`config.mk`:
```
export PLATFORM = sky130hd
export DESIGN_NAME = bia_ffs
export DESIGN_NICKNAME = d
export VERILOG_FILES = /design/src/hw/rtl/bitmap_index_allocator_core_macros.svh /design/src/hw/rtl/bia_pkg.sv /design/src/hw/rtl/bia_ffs.sv
export SDC_FILE = /design/constraint.sdc
export NUM_CORES = 1
export LEC_CHECK = 0
export ABC_AREA = 1
export CORE_AREA = 5 5 42 44
export DETAILED_ROUTE_END_ITERATION = 8
export DIE_AREA = 0 0 47 49
export DONT_BUFFER_PORTS = 1
export GPL_TIMING_DRIVEN = 0
export PLACE_DENSITY = 0.59
export SYNTH_ARGS = -nofsm -noshare
export SYNTH_HDL_FRONTEND = slang
export SYNTH_SLANG_ARGS = --single-unit
```
`constraint.sdc`:
```
create_clock -name vclk -period 5.2
set_input_delay 0.52 -clock vclk [all_inputs]
set_output_delay 0.52 -clock vclk [all_outputs]
set_load 0.005 [all_outputs]
```
`src/hw/rtl/bitmap_index_allocator_core_macros.svh`:
```
// Assertion macros for the bitmap index allocator.
// They expect clk_i and rst_ni to be in scope at the point of use.
`ifndef BITMAP_INDEX_ALLOCATOR_CORE_MACROS_SVH
`define BITMAP_INDEX_ALLOCATOR_CORE_MACROS_SVH

// Consequent must hold in the same cycle as the antecedent.
`define BIA_ASSERT_IMP(lbl, pre, post, msg) \
  lbl: assert property (@(posedge clk_i) disable iff (!rst_ni) (pre) |-> (post)) \
    else $error(msg);

// Consequent must hold in the cycle after the antecedent.
`define BIA_ASSERT_NXT(lbl, pre, post, msg) \
  lbl: assert property (@(posedge clk_i) disable iff (!rst_ni) (pre) |=> (post)) \
    else $error(msg);

`endif

```
`src/hw/rtl/bia_pkg.sv`:
```
// Shared constants, types and helpers of the bitmap index allocator.
// No dependencies; used by bia_ffs and bitmap_index_allocator_core.
package bia_pkg;

  localparam int unsigned ENTRY_COUNT = 65536;
  localparam int unsigned WORD_BITS   = 64;
  localparam int unsigned IDX_W       = 16;

  localparam int unsigned WORD_TOTAL = (ENTRY_COUNT + WORD_BITS - 1) / WORD_BITS;
  localparam int unsigned BW         = $clog2(WORD_BITS);

  // Words are summarised in groups of GRP_SZ full flags.
  localparam int unsigned GRP_SZ  = 32;
  localparam int unsigned GRP_CNT = (WORD_TOTAL + GRP_SZ - 1) / GRP_SZ;
  localparam int unsigned GSW     = $clog2(GRP_SZ);
  localparam int unsigned GAW     = $clog2(GRP_CNT);
  localparam int unsigned WAW     = GAW + GSW;

  // A word is searched one byte lane at a time.
  localparam int unsigned LANE_BITS = 8;
  localparam int unsigned LANES     = WORD_BITS / LANE_BITS;
  localparam int unsigned LW        = $clog2(LANES);
  localparam int unsigned LBW       = $clog2(LANE_BITS);

  // Width of the shared find-first unit.
  localparam int unsigned FFS_W  = 32;
  localparam int unsigned FFS_IW = $clog2(FFS_W);

  localparam int unsigned LAST_LEFT = ENTRY_COUNT - (WORD_TOTAL - 1) * WORD_BITS;
  localparam logic [WORD_BITS-1:0] LAST_MASK =
    {WORD_BITS{1'b1}} >> (WORD_BITS - LAST_LEFT);

  typedef struct packed {
    logic              found;
    logic [FFS_IW-1:0] idx;
  } ffs_res_t;

  // Bits of a word that map onto real entries.
  function automatic logic [WORD_BITS-1:0] word_valid_mask(input logic [WAW-1:0] word);
    logic [WORD_BITS-1:0] mask;
    mask = {WORD_BITS{1'b1}};
    if (word == WAW'(WORD_TOTAL - 1)) begin
      mask = LAST_MASK;
    end
    return mask;
  endfunction

endpackage

```
`src/hw/rtl/bia_ffs.sv`:
```
// Find-first-set unit shared by every search step of the allocator.
// Depends on bia_pkg.
module bia_ffs
  import bia_pkg::*;
(
  input  logic [FFS_W-1:0] vec_i,
  output ffs_res_t         res_o
);

  always_comb begin
    res_o.found = |vec_i;
    res_o.idx   = '0;
    for (int i = FFS_W - 1; i >= 0; i--) begin
      if (vec_i[i]) begin
        res_o.idx = FFS_IW'(i);
      end
    end
  end

endmodule

```
Yosys cells after proc, flatten, opt, wreduce, memory -nomap -nowiden
Cells that the tools add are included.
W data, S select, Z words.
{"block": "op_classes", "muxes": 32, "reduce_logical": 1}
{"operator": "$mux W5", "count": 32}
{"operator": "$reduce_or A32 Y1", "count": 1}
{"block": "totals", "regBits": 0, "in_bits": 32, "out_inout_bits": 6, "wordCells": 33}

Logic depth before layout (Yosys ltp)
Gate-level depths: netlist of run 1.
{"block": "depth", "word_depth": 32, "mapped_depth": 31, "mapped_depth_nobuf": 31}

Least setup slack after synthesis of run 1
OpenSTA, ideal clock, no wires.
{"block": "synth_path", "kind": "in2out", "startpoint": "in vec_i[30]", "endpoint": "out res_o[0] (netlist name)", "arrival_time_ns": 1.883, "required_time_ns": 4.680, "slack_ns": 2.797, "cell_stages": 31, "path_cell_list": "inv_1 > nand2_1 > nand2_1 > nand2_1 > nand2_1 > nand2_1 > nand2_1 > nand2_1 > nand2_1 > nand2_1 > nand2_1 > nand2_1 > nand2_1 > nand2_1 > nand2_1 > nand2_1 > nand2_1 > nand2_1 > nand2_1 > nand2_1 > nand2_1 > nand2_1 > nand2_1 > nand2_1 > nand2_1 > nand2_1 > nand2_1 > nand2_1 > nand2_1 > nand2_1 > a21oi_2"}
{"element": "from (decl)", "line_no": "bia_ffs.sv:6", "source": "input logic [FFS_W-1:0] vec_i,"}
{"element": "to (decl)", "line_no": "bia_ffs.sv:7", "source": "output ffs_res_t res_o"}

==> flow_summary.json, run 1 <==
{
  "power_switching_mw": 0.0118,
  "holdPathStages": 1,
  "wl_met2_um": 450,
  "grt_pass1_vias": 509,
  "grt_max_degree": 4,
  "cpPeakStageDelay_ns": 0.13,
  "synth-xor-area-share": 0,
  "drt_iter0_markers": 6,
  "drive_above_1_share": 0.0654,
  "dp_hpwl_um": 996,
  "grt_overflow_total": 0,
  "synth_top_cells_by_area": "nand2_1 34%, inv_1 22%, nor2_1 12%, bufinv_8 7.4%, inv_2 3.2%",
  "crit_path_top_delay_cell": "a21oi_2",
  "yosysSeqAreaShare": 0,
  "path_common_cell": "nand2_1",
  "synth_compound_area_frac": 0.146,
  "p_seq_frac": 0,
  "syn_area_um2": 470,
  "syn_to_final_growth_pct": 4.26,
  "cp-start-kind": "primary input",
  "p_comb_frac": 1.000,
  "die_w_um": 47,
  "arrival_ns": 2.00,
  "rsz0062_at_grt": "false",
  "cp_max_fo": 2,
  "nClkBuffers": 0,
  "peakVddDrop_uv": 13.9,
  "dr_wl_met3_um": 207,
  "wl_um": 1030,
  "grt_pass1_wl_um": 1740,
  "synthMuxAreaShare": 0,
  "gp_congestion": 0.732,
  "synth_cells": 107,
  "cts_resized": 0,
  "cts_setup_buffers": 0,
  "synth_area_leader_cell": "nand2_1",
  "diodes": 0,
  "core_area_mm2": 0.00140,
  "critical_path_class": "in -> out",
  "initial_utilization": 0.336,
  "design.seq.count": 0,
  "wl_met1_um": 375,
  "die_y_um": 49,
  "synthSimpleGateAreaFrac": 0.532,
  "cp.required_ns": 4.68,
  "synth_top_area_frac": 0.343,
  "ant_nets": 0,
  "portBuffers": 0,
  "synth_top_family_by_area": "simple AND/OR/NAND/NOR gates",
  "post-route-period-util": 0.485,
  "p_int_mw": 0.0115,
  "io_pins": 38,
  "ctsHoldBuffers": 0,
  "p_per_area_mw_per_mm2": 47.3,
  "switching_share": 0.507,
  "highest_layer": "met3",
  "fmax_ghz": 0.397,
  "wl_per_cell_um": 8.40,
  "setup_viol": 0,
  "period_needed_ns": 2.52,
  "synth.most_common_cell": "nand2_1",
  "drt-vias-per-instance": 4.43,
  "drc": 0,
  "syn_nets": 139,
  "yosysWarnings": 0,
  "nets": 141,
  "hold_path_class": "in -> out",
  "clockPowerShare": 0,
  "synthAdderAreaFrac": 0,
  "p_leak_nw": 0.316,
  "synth.avg_cell_area_um2": 4.40,
  "status": "finished clean",
  "hold_violations": 0,
  "fin_setup_tns_ns": 0,
  "vias": 545,
  "grt.total_usage": 0.0912,
  "max_cap_viol_count": 0,
  "synth_common_cells": "43 x nand2_1, 27 x inv_1, 15 x nor2_1, 4 x inv_2",
  "rows": 14,
  "slew_headroom": 0.773,
  "end_kind": "output port",
  "register_area_um2": 0,
  "antenna_found_initial": 0,
  "dr.pass1.iters": 5,
  "yosys.cell_types.count": 17,
  "drv_slew": 0,
  "dieArea_mm2": 0.00230,
  "whs_ns": 1.06,
  "worstMarginPinSlew_ns": 0.338
}
stage by stage:
step,area (um2),power [mW],std cells,setup slack (ns),util
floorplan,470,0.0211,107,2.80,-
global placement,490,0.0233,123,2.65,0.350
detailed placement,490,0.0236,123,2.64,0.350
CTS,490,0.0237,123,2.64,0.350
global route,490,0.0276,123,2.38,0.350
finish,490,0.0232,123,2.68,0.350
critical path, delay by kind of cell:
| kind | cells | cell delay [ns] |
|---|---|---|
| buf+inv | 1 | 0.03 |
| compound gates | 1 | 0.13 |
| simple gates | 29 | 1.32 |
logic make-up after synthesis:
| family | count (synthesis) |
|---|---|
| AND/OR/NAND/NOR | 64 |
| buffers and inverters | 33 |
| AO/OA/AOI/OAI | 10 |
power groups by stage:
stage | clock network (mW) | registers (mW) | logic (mW)
2_1_floorplan | 0 | 0 | 0.0211
3_3_place_gp | 0 | 0 | 0.0233
3_5_place_dp | 0 | 0 | 0.0236
4_1_cts | 0 | 0 | 0.0237
5_1_grt | 0 | 0 | 0.0276
6_report | 0 | 0 | 0.0232
layer usage:
layer	GRT usage	up-vias
met5	0	-
met4	0	0
met3	0.0369	0
met2	0.152	28
met1	0.115	204
li1	-	313
path summary, 6_finish.rpt:
check | startpoint | end | slack (ns)
hold / removal | vec_i[0] | res_o[0] | 1.06
setup / recovery | vec_i[30] | res_o[0] | 2.68
layout by cell type, fill, tap and decap left out:
cell type	instances
o21bai_1	1
nor4_1	2
o31ai_1	1
a21oi_1	2
inv_2	4
a21boi_0	1
nand2_1	43
nor2_1	15
nand3_1	2
a311oi_1	1
o21ai_1	1
a21oi_2	1
a211oi_1	1
bufinv_8	2
nor3_1	2
a31oi_1	1
inv_1	27
cell type report:
class,count,area [um2]
Fill cell,174,911
Tap cell,16,20.0
Multi-Input combinational cell,74,319
Inverter,33,151
Note: power is estimated with default switching activity, not from simulation.
==> run 2, diff against run 1 <==
ABC_AREA = 0   (was 1)
PLACE_DENSITY = 0.52   (was 0.59)
clock period = 2.5 ns   (was 5.2 ns; I/O delays follow)
==> run 2 against run 1 <==
Against the previous run: final area is 17% lower; count of clock-buffer cells in the layout stayed put; core utilization is 6.1 points lower; final cell count is 34% lower; worst hold slack worse by 0.52 ns; highest routed layer unchanged.
==> flow_summary.json, run 2 <==
{
  "status": "finished clean",
  "portBuffers": 0,
  "drt_iter0_markers": 8,
  "grt_overflow_total": 0,
  "cts_setup_buffers": 0,
  "vias": 507,
  "fin_ws_ns": 1.04,
  "drive_above_1_share": 0.0769,
  "n_fill_cell": 165,
  "setup_viol": 0,
  "drt-vias-per-instance": 6.26,
  "path_cells": "nor3b_1, nor3_1, o31ai_1, o2111ai_1, a221oi_1",
  "yosysWarnings": 0,
  "nClkBuffers": 0,
  "yosysSeqAreaShare": 0,
  "crit_path_top_delay_cell": "a221oi_1",
  "cts_resized": 0,
  "grtUsageMet1": 0.124,
  "placedCellCount": 81,
  "p_leak_nw": 0.118,
  "final_cell_mix": "10 x nor2_1, 7 x nor4_1, 7 x a21oi_1",
  "synth.most_common_cell": "nor2_1",
  "grt_pass1_vias": 496,
  "wl_per_cell_um": 15.0,
  "synth_area_leader_cell": "nor4_1",
  "cp.required_ns": 2.25,
  "diodes": 0,
  "gr-usage-met2": 0.188,
  "grt.busiest_layer": "met2",
  "fmax_ghz": 0.683,
  "synth_top_cells_by_area": "nor4_1 11%, nor2_1 9.7%, a21oi_1 9.1%, o31ai_1 7.8%, nor3_1 6.5%",
  "rows": 14,
  "period_needed_ns": 1.46,
  "detailedPlace.worstSlack_ns": 1.02,
  "design.seq.count": 0,
  "synth_top_area_frac": 0.114,
  "layout_commonest_cell": "nor2_1",
  "die_w_um": 47,
  "core_area_mm2": 0.00140,
  "syn_area_um2": 385,
  "cp-start-kind": "primary input",
  "hold_violations": 0,
  "drc": 0,
  "drv_slew": 0,
  "gp_congestion": 0.760,
  "yosys.cell_types.count": 24,
  "slew_headroom": 0.624,
  "dieArea_mm2": 0.00230,
  "layoutNonFillerInstCount": 81,
  "worstMarginPinSlew_ns": 0.558,
  "total_power_mw": 0.0268,
  "initial_utilization": 0.275,
  "die_y_um": 49,
  "critical_path_class": "in -> out",
  "synth_common_cells": "10 x nor2_1, 7 x a21oi_1, 7 x nor4_1, 6 x inv_1, 5 x nor3_1",
  "io_pins": 38,
  "cpPeakStageDelay_ns": 0.35,
  "p_per_area_mw_per_mm2": 66.1,
  "register_area_um2": 0,
  "final_core_util": 0.289,
  "dp_hpwl_um": 1150,
  "dr.pass1.iters": 4,
  "peakVddDrop_uv": 25.2,
  "antenna_found_initial": 0,
  "grt.total_usage": 0.107,
  "wl_um": 1220,
  "nets": 99,
  "multi_input_area_um2": 363,
  "post-route-period-util": 0.586,
  "syn_nets": 97,
  "end_kind": "output port",
  "rsz0062_at_grt": "false",
  "fin_setup_tns_ns": 0,
  "synth.avg_cell_area_um2": 5.93,
  "grtUsageMet3": 0.0480,
  "grt_max_degree": 6,
  "max_cap_viol_count": 0,
  "grt_pass1_wl_um": 2020,
  "cp_max_fo": 3,
  "syn_to_final_growth_pct": 5.19,
  "hold_path_class": "in -> out",
  "synth_cells": 65,
  "ctsHoldBuffers": 0,
  "ant_nets": 0,
  "arrival_ns": 1.21
}
-- run 2: layout make-up --
cell class                      instances  share of cell area
Multi-Input combinational cell         59               0.895
Tap cell                               16              0.0494
Inverter                                6              0.0556
-- run 2: layer usage --
layer,share of wire,vias up
li1,-,259
met1,0.37,228
met2,0.50,20
met3,0.14,0
met4,0,0
met5,0,-
-- run 2: cells by family after synthesis --
logic type | share of synthesized area
simple gates | 0.555
compound gates | 0.386
buf+inv | 0.0584
-- run 2: critical path, delay by kind of cell --
| family | cells | cell delay, ns |
|---|---|---|
| and+or+nand+nor | 2 | 0.27 |
| AOI/OAI and AO/OA | 3 | 0.69 |
-- run 2: stage by stage --
stage               instance area, um2  hold slack (ns)
finish                             405            0.541
global route                       405            0.553
CTS                                405            0.543
detailed placement                 405            0.543
global placement                   405            0.544
floorplan                          385            0.532
-- run 2: worst paths after layout --
path / startpoint / to / slack [ns] / cells past startpoint
worst min-delay path: vec_i[0] / res_o[0] / 0.54 / 1
worst max-delay path: vec_i[30] / res_o[0] / 1.04 / 5
-- run 2: where the power goes --
part | internal (mW) | switching, mW | total, mW | leakage, nW
registers | 0 | 0 | 0 | 0
clock network | 0 | 0 | 0 | 0
logic | 0.0142 | 0.0126 | 0.0268 | 0.118
